File: config.mk
export PLATFORM = sky130hd
export DESIGN_NAME = ir_printer_frame_transmitter_unit
export DESIGN_NICKNAME = d
export VERILOG_FILES = /design/src/irpft_pkg.sv /design/src/irpft_word_ram.sv /design/src/ir_printer_frame_transmitter_unit.sv
export SDC_FILE = /design/constraint.sdc
export NUM_CORES = 1
export LEC_CHECK = 0
export ABC_AREA = 1
export BUFFER_PORTS_ARGS = -buffer_cell sky130_fd_sc_hd__buf_2
export CAP_MARGIN = 20
export CELL_PAD_IN_SITES_DETAIL_PLACEMENT = 0
export CELL_PAD_IN_SITES_GLOBAL_PLACEMENT = 1
export CORE_MARGIN = 2
export CORE_UTILIZATION = 55
export CTS_BUF_LIST = sky130_fd_sc_hd__clkbuf_8
export DETAILED_ROUTE_END_ITERATION = 8
export GPL_ROUTABILITY_DRIVEN = 0
export PLACE_DENSITY = 0.93
export SYNTH_ARGS = -nofsm -noshare
export SYNTH_HDL_FRONTEND = slang
export SYNTH_SLANG_ARGS = --single-unit
File: constraint.sdc
create_clock -name clk -period 14.77 [get_ports clk]
set_clock_uncertainty 0.05 [all_clocks]
set_input_delay 0.7385 -clock clk [delete_from_list [all_inputs] [get_ports clk]]
set_output_delay 0.7385 -clock clk [all_outputs]
set_load 0.02 [all_outputs]
File: src/irpft_pkg.sv
// Package for the infrared printer frame transmitter.
// Holds frame timing constants, register indexes and the parity encoder.
// No dependencies.
`default_nettype none

package irpft_pkg;

	// Queue depth default, one slot always left free
	localparam int unsigned FIFO_DEPTH = 32;

	// Word layout: data byte in bits 7:0, four parity bits in 11:8
	localparam int unsigned WORD_W = 12;

	// Parity masks for word bits 8, 9, 10 and 11
	localparam logic [7:0] PAR_MASK0 = 8'b1000_1011;
	localparam logic [7:0] PAR_MASK1 = 8'b1101_0101;
	localparam logic [7:0] PAR_MASK2 = 8'b1110_0110;
	localparam logic [7:0] PAR_MASK3 = 8'b0111_1000;

	// Frame timing, in carrier ticks
	localparam logic [5:0] BIT_WAIT   = 6'd27;
	localparam logic [5:0] START_WAIT = 6'd13;
	localparam logic [5:0] GAP_WAIT   = 6'd41;
	localparam logic [2:0] BURST_LEN  = 3'd7;
	localparam logic [3:0] ZERO_DELAY = 4'd13;
	localparam logic [3:0] FRAME_BITS = 4'd15;
	localparam logic [3:0] DATA_BITS_TOP = 4'd11;

	// Line pacing
	localparam logic [7:0]  CRED_MAX   = 8'd4;
	localparam logic [7:0]  CRED_FAST  = 8'd128;
	localparam logic [7:0]  LINE_END_A = 8'h04;
	localparam logic [7:0]  LINE_END_B = 8'h0A;
	localparam logic [16:0] PERIOD_RST = 17'd65536;

	// Register map, indexed by paddr[3:2]
	typedef enum logic [1:0] {
		REG_SLOW_MODE   = 2'd0,
		REG_LINE_PERIOD = 2'd1,
		REG_TX_INVERT   = 2'd2
	} reg_idx_t;

	// Build the 12-bit word: byte plus masked parities
	function automatic logic [WORD_W-1:0] encode_word(input logic [7:0] b);
		logic [3:0] par;
		par[0] = ^(b & PAR_MASK0);
		par[1] = ^(b & PAR_MASK1);
		par[2] = ^(b & PAR_MASK2);
		par[3] = ^(b & PAR_MASK3);
		return {par, b};
	endfunction

endpackage

`default_nettype wire

File: src/irpft_word_ram.sv
// Word queue storage for the infrared frame transmitter.
// One write port, one read port with registered read data; uses no package.
`default_nettype none

module irpft_word_ram #(
	parameter int unsigned DEPTH  = 32,
	parameter int unsigned ADDR_W = 5,
	parameter int unsigned DATA_W = 12
) (
	input  wire logic              clk,
	input  wire logic              we,
	input  wire logic [ADDR_W-1:0] waddr,
	input  wire logic [DATA_W-1:0] wdata,
	input  wire logic [ADDR_W-1:0] raddr,
	output logic      [DATA_W-1:0] rdata
);

	logic [DATA_W-1:0] mem [DEPTH];

	// Write on request, read every cycle
	always_ff @(posedge clk) begin
		if (we) begin
			mem[waddr] <= wdata;
		end
		rdata <= mem[raddr];
	end

endmodule

`default_nettype wire

File: src/ir_printer_frame_transmitter_unit.sv
// Infrared printer frame transmitter: one item (tick or byte write) per cycle while the result buffer has room.
// Each result is registered in the result buffer before it drives the output port.
// The queue head word is read ahead from a RAM with registered read data, with write forwarding.
// A two-entry result buffer lets input keep flowing while one result waits.
// Reset clears pointers and frame timers and sets credits to CRED_MAX; queue RAM contents stay undefined.
`default_nettype none

module ir_printer_frame_transmitter_unit #(
	parameter int unsigned FIFO_DEPTH = irpft_pkg::FIFO_DEPTH
) (
	input  wire logic        clk,
	input  wire logic        arst_n,
	// item input
	input  wire logic        in_valid,
	output logic             in_ready,
	input  wire logic        cmd,
	input  wire logic [7:0]  data_byte,
	// result output
	output logic             out_valid,
	input  wire logic        out_ready,
	output logic             ir_drive,
	output logic             accepted,
	output logic             fifo_empty,
	// configuration
	input  wire logic        psel,
	input  wire logic        penable,
	input  wire logic        pwrite,
	input  wire logic [3:0]  paddr,
	input  wire logic [31:0] pwdata,
	output logic [31:0]      prdata,
	output logic             pready
);

	localparam int unsigned AW = (FIFO_DEPTH > 1) ? $clog2(FIFO_DEPTH) : 1;
	localparam int unsigned WW = irpft_pkg::WORD_W;
	localparam logic [AW-1:0] LAST_IDX = AW'(FIFO_DEPTH - 1);

	typedef struct packed {
		logic ir_drive;
		logic accepted;
		logic fifo_empty;
	} res_t;

	function automatic logic [AW-1:0] next_idx(input logic [AW-1:0] i);
		return (i == LAST_IDX) ? '0 : i + AW'(1);
	endfunction

	// configuration registers
	logic        slow_q;
	logic [16:0] period_q;
	logic        invert_q;

	// frame and queue state
	logic [AW-1:0] head_q, tail_q;
	logic [WW-1:0] frame_q;
	logic [3:0]    bits_q;
	logic [5:0]    wait_q;
	logic [3:0]    bdelay_q;
	logic          bpend_q;
	logic [2:0]    pulses_q;
	logic [7:0]    cred_q;
	logic [16:0]   timer_q;

	// result buffer
	logic v0_q, v1_q;
	res_t r0_q, r1_q;

	// head word read path
	logic [WW-1:0] ram_rdata;
	logic          fwd_q;
	logic [WW-1:0] fwd_word_q;
	logic [WW-1:0] head_word;

	// next-state values
	logic [AW-1:0] head_v, tail_v, raddr;
	logic [WW-1:0] frame_v, wword;
	logic [3:0]    bits_v;
	logic [5:0]    wait_v;
	logic [3:0]    bdelay_v;
	logic          bpend_v;
	logic [2:0]    pulses_v;
	logic [7:0]    cred_v;
	logic [16:0]   timer_v;
	logic          drive_v, acc_v, we;
	res_t          res_v;

	logic in_fire, out_fire, cfg_wr;

	assign in_fire  = in_valid & in_ready;
	assign out_fire = out_valid & out_ready;
	assign in_ready = ~v1_q;
	assign pready   = 1'b1;
	assign cfg_wr   = psel & penable & pwrite;

	// Configuration writes
	always_ff @(posedge clk or negedge arst_n) begin
		if (!arst_n) begin
			slow_q   <= 1'b0;
			period_q <= irpft_pkg::PERIOD_RST;
			invert_q <= 1'b0;
		end else if (cfg_wr) begin
			unique case (paddr[3:2])
				irpft_pkg::REG_SLOW_MODE:   slow_q   <= pwdata[0];
				irpft_pkg::REG_LINE_PERIOD: period_q <= pwdata[16:0];
				irpft_pkg::REG_TX_INVERT:   invert_q <= pwdata[0];
				default: ;
			endcase
		end
	end

	// Configuration read-back
	always_comb begin
		unique case (paddr[3:2])
			irpft_pkg::REG_SLOW_MODE:   prdata = {31'd0, slow_q};
			irpft_pkg::REG_LINE_PERIOD: prdata = {15'd0, period_q};
			irpft_pkg::REG_TX_INVERT:   prdata = {31'd0, invert_q};
			default:                    prdata = 32'd0;
		endcase
	end

	// Head word: forwarded write data when the read raced a write to the same entry
	assign head_word = fwd_q ? fwd_word_q : ram_rdata;

	// Process one item
	always_comb begin
		cred_v   = cred_q;
		timer_v  = timer_q;
		head_v   = head_q;
		tail_v   = tail_q;
		frame_v  = frame_q;
		bits_v   = bits_q;
		wait_v   = wait_q;
		bdelay_v = bdelay_q;
		bpend_v  = bpend_q;
		pulses_v = pulses_q;
		drive_v  = 1'b0;
		acc_v    = 1'b0;
		we       = 1'b0;
		wword    = irpft_pkg::encode_word(data_byte);

		// cap credits in slow mode, park them in fast mode
		if (slow_q) begin
			if (cred_v > irpft_pkg::CRED_MAX) begin
				cred_v = irpft_pkg::CRED_MAX;
			end
		end else begin
			cred_v  = irpft_pkg::CRED_FAST;
			timer_v = '0;
		end

		if (cmd) begin
			// queue a non-zero byte unless the ring is full
			if (data_byte == 8'd0) begin
				acc_v = 1'b1;
			end else if (next_idx(tail_q) != head_q) begin
				we     = 1'b1;
				tail_v = next_idx(tail_q);
				acc_v  = 1'b1;
			end
		end else begin
			// line credit accrual
			if (slow_q) begin
				timer_v = timer_v + 17'd1;
				if (timer_v >= period_q) begin
					timer_v = '0;
					if (cred_v < irpft_pkg::CRED_MAX) begin
						cred_v = cred_v + 8'd1;
					end
				end
			end
			// carrier burst
			if (pulses_v != 3'd0) begin
				drive_v  = 1'b1;
				pulses_v = pulses_v - 3'd1;
			end
			// bit timing
			if (wait_v == 6'd0) begin
				wait_v = irpft_pkg::BIT_WAIT;
				if (bits_v == 4'd0) begin
					if (!(slow_q && cred_v == 8'd0) && head_q != tail_q) begin
						frame_v = head_word;
						if ((frame_v[7:0] == irpft_pkg::LINE_END_A ||
						     frame_v[7:0] == irpft_pkg::LINE_END_B) && cred_v != 8'd0) begin
							cred_v = cred_v - 8'd1;
						end
						head_v = next_idx(head_q);
						bits_v = irpft_pkg::FRAME_BITS;
					end
				end else begin
					bits_v = bits_v - 4'd1;
					if (bits_v > irpft_pkg::DATA_BITS_TOP) begin
						wait_v   = irpft_pkg::START_WAIT;
						pulses_v = irpft_pkg::BURST_LEN;
					end else if (frame_v[bits_v]) begin
						pulses_v = irpft_pkg::BURST_LEN;
					end else begin
						bpend_v  = 1'b1;
						bdelay_v = irpft_pkg::ZERO_DELAY;
					end
					if (bits_v == 4'd0) begin
						wait_v = irpft_pkg::GAP_WAIT;
					end
				end
			end else begin
				wait_v = wait_v - 6'd1;
			end
			// delayed burst for a zero bit
			if (bpend_v) begin
				if (bdelay_v == 4'd0) begin
					bpend_v  = 1'b0;
					pulses_v = irpft_pkg::BURST_LEN;
				end else begin
					bdelay_v = bdelay_v - 4'd1;
				end
			end
		end

		res_v.ir_drive   = drive_v ^ invert_q;
		res_v.accepted   = acc_v;
		res_v.fifo_empty = (head_v == tail_v);
	end

	// Read ahead at the head the next item will see
	assign raddr = in_fire ? head_v : head_q;

	irpft_word_ram #(
		.DEPTH (FIFO_DEPTH),
		.ADDR_W(AW),
		.DATA_W(WW)
	) u_ram (
		.clk  (clk),
		.we   (we & in_fire),
		.waddr(tail_q),
		.wdata(wword),
		.raddr(raddr),
		.rdata(ram_rdata)
	);

	// Forward a write that lands on the entry being read
	always_ff @(posedge clk or negedge arst_n) begin
		if (!arst_n) begin
			fwd_q <= 1'b0;
		end else begin
			fwd_q <= we & in_fire & (tail_q == raddr);
		end
	end

	always_ff @(posedge clk) begin
		fwd_word_q <= wword;
	end

	// Commit item state
	always_ff @(posedge clk or negedge arst_n) begin
		if (!arst_n) begin
			head_q   <= '0;
			tail_q   <= '0;
			frame_q  <= '0;
			bits_q   <= '0;
			wait_q   <= '0;
			bdelay_q <= '0;
			bpend_q  <= 1'b0;
			pulses_q <= '0;
			cred_q   <= irpft_pkg::CRED_MAX;
			timer_q  <= '0;
		end else if (in_fire) begin
			head_q   <= head_v;
			tail_q   <= tail_v;
			frame_q  <= frame_v;
			bits_q   <= bits_v;
			wait_q   <= wait_v;
			bdelay_q <= bdelay_v;
			bpend_q  <= bpend_v;
			pulses_q <= pulses_v;
			cred_q   <= cred_v;
			timer_q  <= timer_v;
		end
	end

	// Result buffer: slot 0 drives the port, slot 1 catches a stalled transfer
	always_ff @(posedge clk or negedge arst_n) begin
		if (!arst_n) begin
			v0_q <= 1'b0;
			v1_q <= 1'b0;
		end else begin
			if (out_fire) begin
				v0_q <= v1_q | in_fire;
				v1_q <= v1_q & in_fire;
			end else if (in_fire) begin
				v0_q <= 1'b1;
				v1_q <= v0_q;
			end
		end
	end

	always_ff @(posedge clk) begin
		if (out_fire) begin
			r0_q <= v1_q ? r1_q : res_v;
			r1_q <= res_v;
		end else if (in_fire) begin
			if (v0_q) begin
				r1_q <= res_v;
			end else begin
				r0_q <= res_v;
			end
		end
	end

	assign out_valid  = v0_q;
	assign ir_drive   = r0_q.ir_drive;
	assign accepted   = r0_q.accepted;
	assign fifo_empty = r0_q.fifo_empty;

`ifndef SYNTHESIS
	// The spare slot is only ever filled behind a waiting result
	a_slot_order: assert property (@(posedge clk) disable iff (!arst_n)
		v1_q |-> v0_q)
		else $error("result spare slot holds data while front slot is empty");

	// A result only leaves by a transfer
	a_no_drop: assert property (@(posedge clk) disable iff (!arst_n)
		$fell(out_valid) |-> $past(out_ready))
		else $error("result dropped without transfer");

	// The ring never fills its last slot
	a_ring_room: assert property (@(posedge clk) disable iff (!arst_n)
		(in_fire && we) |-> (next_idx(tail_q) != head_q))
		else $error("write into a full word ring");

	// Bit timer stays within the frame gap
	a_wait_range: assert property (@(posedge clk) disable iff (!arst_n)
		(wait_q <= irpft_pkg::GAP_WAIT) && (bdelay_q <= irpft_pkg::ZERO_DELAY))
		else $error("frame timer out of range");
`endif

endmodule

`default_nettype wire
==> out/qor.txt <==
HP Class -> input pin to flop
die width -> 213.3 um
total die area -> 45490 um2
Slew @ Worst Pin -> 1112 ps
Fill cells -> 3556
first-pass GRT wire length -> 89040 um
register bit total from synthesis -> 501
RSZ-0062 raised after global routing -> false
reg-to-reg critical path endpoint -> u_ram.rdata[3]$_DFF_P_
run status -> complete, no violations
startpoint types -> flop
clock share of power -> 0.313
HP Start -> pwdata[2]
Yosys cell types -> 53
# clock sinks -> 501
Starting Density -> 0.5581
routing usage on met2 -> 0.4326
Worst setup EP type -> flop
fmax -> 123.0 MHz
fraction of layout cells with a size suffix above 1 -> 0.09638
post-synthesis sequential area ratio -> 0.5965
Int Pwr -> 2.480 mW
Setup TNS -> 0 ps
Seq pwr share -> 0.477
total CTS buffers -> 84
worst vdd ir -> 0.09316 mV
Worst-path clk slew -> 60 ps
Crit-path slowest cell -> nand2_8
Die H -> 213.3 um
Worst Setup SP -> slow_q$_DFFE_PN0P_
Syn Inst Count -> 2457
critical path class -> flop to flop
worst skew pair latency -> 680 ps
CP Capture Point -> u_ram.rdata[3]$_DFF_P_
Pre-antenna DRT Iters -> 6
DRT Wirelength -> 57360 um
Seq. cell area -> 14370 um2
routed vias/inst -> 5.464
NetSw -> 1.156 mW
post-route ant nets -> 0
routed vias -> 17370
CP most frequent cell -> nand2_1
CTS tree -> built
fin. max-slew vios -> 0
Max clock buf depth -> 3
number of port buffers -> 56
Tmin final -> 8131 ps
CP required -> 15300 ps
CTS H-tree depth -> 3
Resize count post-CTS -> 0
Setup WS post-layout -> 6639 ps
WL/cell -> 18.04 um
Overall Global Routing Usage -> 0.2564
Comb power frac -> 0.210
WP data arrival -> 8660 ps
relative slew slack -> 0.2560
largest net degree at the start of global routing -> 127
Warnings, synthesis -> 0
row count -> 76
crit-path max cell delay -> 720 ps
GRT busiest layer -> met2
fin crit share -> 0.5505
met3 Use GR -> 0.04265
gr ovfl total -> 0
reg2reg setup slack -> 6640 ps
remaining routing DRC violations -> 0
M1 GR Usage -> 0.3298
crit-path max FO -> 126
P&R area growth vs syn -> 9.711%
clk root buf -> clkbuf_8
vias in the first global route -> 16910
critical register-to-register path startpoint -> slow_q$_DFFE_PN0P_
Core ar. -> 43170 um2
final setup fails -> 0
area of the mapped netlist -> 24090 um2
Avg Inst Size Synth -> 9.806 um2
area taken by multi-input logic gates -> 7691 um2
Placement Setup Slack -> 6708 ps
DP HPWL -> 33310 um
worst reg2reg path depth -> 39
drt first-iter violations -> 1596
Hold Buf Count CTS -> 1
sw frac -> 0.3179
Hold Vio Cnt, Final -> 0
antenna cells -> 0
Layout Nets -> 2619
leakage power -> 11.24 nW
initial antenna violation count -> 0
max_cap viols -> 0
Power Dens Cells -> 137.5 nW/um2
I/O pin cnt -> 90
Setup Buffers After CTS -> 0
hold slack -> 248.9 ps
## per-layer routing
metal	wire (um)	part of all wire	vias to the layer above
met5	0	0	-
met4	1826	0.032	0
met3	4353	0.076	130
met2	27940	0.49	678
met1	23240	0.41	8248
li1	-	-	8315
## power groups by stage
stage	clock network, mW	registers, mW	logic (mW)
after floorplan	0	1.74	0.571
after detailed placement	0	1.76	0.755
after global placement	0	1.76	0.724
after CTS	1.16	1.73	0.759
after global routing	1.22	1.75	0.863
final	1.14	1.73	0.763
## cells by family after synthesis
logic type | count (synthesis) | synth area share
AOI/OAI and AO/OA | 135 | 0.03209
xor gates and xnor gates | 45 | 0.01636
adders and majority gates | 38 | 0.01973
buffers and inverters | 502 | 0.08943
DFF | 501 | 0.5965
muxes | 6 | 0.002545
other | 2 | 0.0003117
and+or+nand+nor | 1228 | 0.2430
## sequential cells by signal, summed over array words and instances (netlist names)
signal / cells
accepted: 1
bdelay_q: 4
bits_q: 4
bpend_q: 1
cred_q: 8
fifo_empty: 1
frame_q: 12
fwd_q: 1
fwd_word_q: 12
head_q: 5
invert_q: 1
ir_drive: 1
out_valid: 1
period_q: 17
pulses_q: 3
r1_q: 3
slow_q: 1
tail_q: 5
timer_q: 17
u_ram.mem: 384
u_ram.rdata: 12
v1_q: 1
wait_q: 6
## metrics by stage
step                instance area [um2]    util  total power, mW  instances
CTS                               26360  0.6106            3.650       3171
global route                      26430  0.6123            3.825       3179
detailed placement                24810  0.5747            2.515       3019
finish                            26430  0.6123            3.636       3179
global placement                  24750  0.5732            2.480       3013
floorplan                         24150       -            2.312       2471
## cell type report
class / count / share of cell area
Timing Repair Buffer: 112 / 0.02783
Sequential cell: 501 / 0.5437
Tap cell: 585 / 0.02769
Clock inverter: 63 / 0.01250
Clock buffer: 88 / 0.04582
Inverter: 362 / 0.05150
Multi-Input combinational cell: 1468 / 0.2910
## critical path: cells and delay by family (launching register included)
kind	cells	cell delay, ps
flip-flops	1	430
adder cells (fa/ha/maj)	3	730
AND/OR/NAND/NOR	29	5310
XOR/XNOR	2	480
buffers and inverters	5	950
## synthesized netlist by cell type (all sizes together)
cell type / number / area share
o31ai: 2 / 0.00062
o221ai: 3 / 0.0011
o21ai: 73 / 0.016
and3: 2 / 0.00052
dfstp: 2 / 0.0022
or2: 5 / 0.0013
o21a: 3 / 0.00093
dfxtp: 24 / 0.020
nand4: 10 / 0.0029
nor2: 145 / 0.023
a22o: 1 / 0.00036
nor4: 1 / 0.00026
nand2b: 1 / 0.00026
nor3: 8 / 0.0017
xor2: 32 / 0.012
nand3: 416 / 0.088
nand2: 480 / 0.076
a31oi: 19 / 0.0049
xnor2: 13 / 0.0047
a21o: 1 / 0.00031
nor2b: 1 / 0.00026
o311ai: 1 / 0.00036
o2111ai: 1 / 0.00036
o22ai: 3 / 0.0010
o211ai: 4 / 0.0012
conb: 2 / 0.00031
nand3b: 156 / 0.049
dfrtp: 85 / 0.088
edfxtp: 390 / 0.49
buf: 109 / 0.028
inv: 362 / 0.057
ha: 38 / 0.020
a21oi: 22 / 0.0046
clkbuf: 31 / 0.0048
mux2i: 5 / 0.0021
a211oi: 2 / 0.00062
mux2: 1 / 0.00047
nor3b: 3 / 0.00093
## cells in the final DEF (no fill, tap or decap), types with 3 or more instances in the layout
| cell type | instances |
|---|---|
| nand2_1 | 474 |
| o211ai_1 | 4 |
| inv_2 | 6 |
| ha_1 | 38 |
| nand4_1 | 9 |
| nor3_1 | 8 |
| o21a_1 | 3 |
| a31oi_1 | 19 |
| o21ai_0 | 72 |
| dfxtp_1 | 24 |
| clkbuf_8 | 88 |
| clkinv_1 | 19 |
| clkinv_2 | 8 |
| xnor2_1 | 11 |
| mux2i_1 | 5 |
| or2_2 | 4 |
| conb_1 | 16 |
| edfxtp_1 | 390 |
| nand3_2 | 3 |
| o221ai_1 | 3 |
| a21oi_1 | 22 |
| buf_4 | 48 |
| inv_1 | 383 |
| buf_2 | 55 |
| xor2_1 | 30 |
| nor2_1 | 141 |
| buf_6 | 8 |
| nand3b_1 | 156 |
| nor3b_1 | 3 |
| nand3_1 | 412 |
| nor2_2 | 3 |
| dfrtp_1 | 85 |
## how the worst min path moves through the flow
stage                                           to  cells past startpoint
after global routing      period_q[16]$_DFFE_PN1P_                      3
after CTS                 period_q[13]$_DFFE_PN0P_                      3
after global placement       cred_q[6]$_DFFE_PN0P_                      2
after floorplan            bdelay_q[0]$_DFFE_PN0P_                      0
after detailed placement    frame_q[5]$_DFFE_PN0P_                      2
final                      period_q[2]$_DFFE_PN0P_                      3
Note: power is estimated with default switching activity, not from simulation.
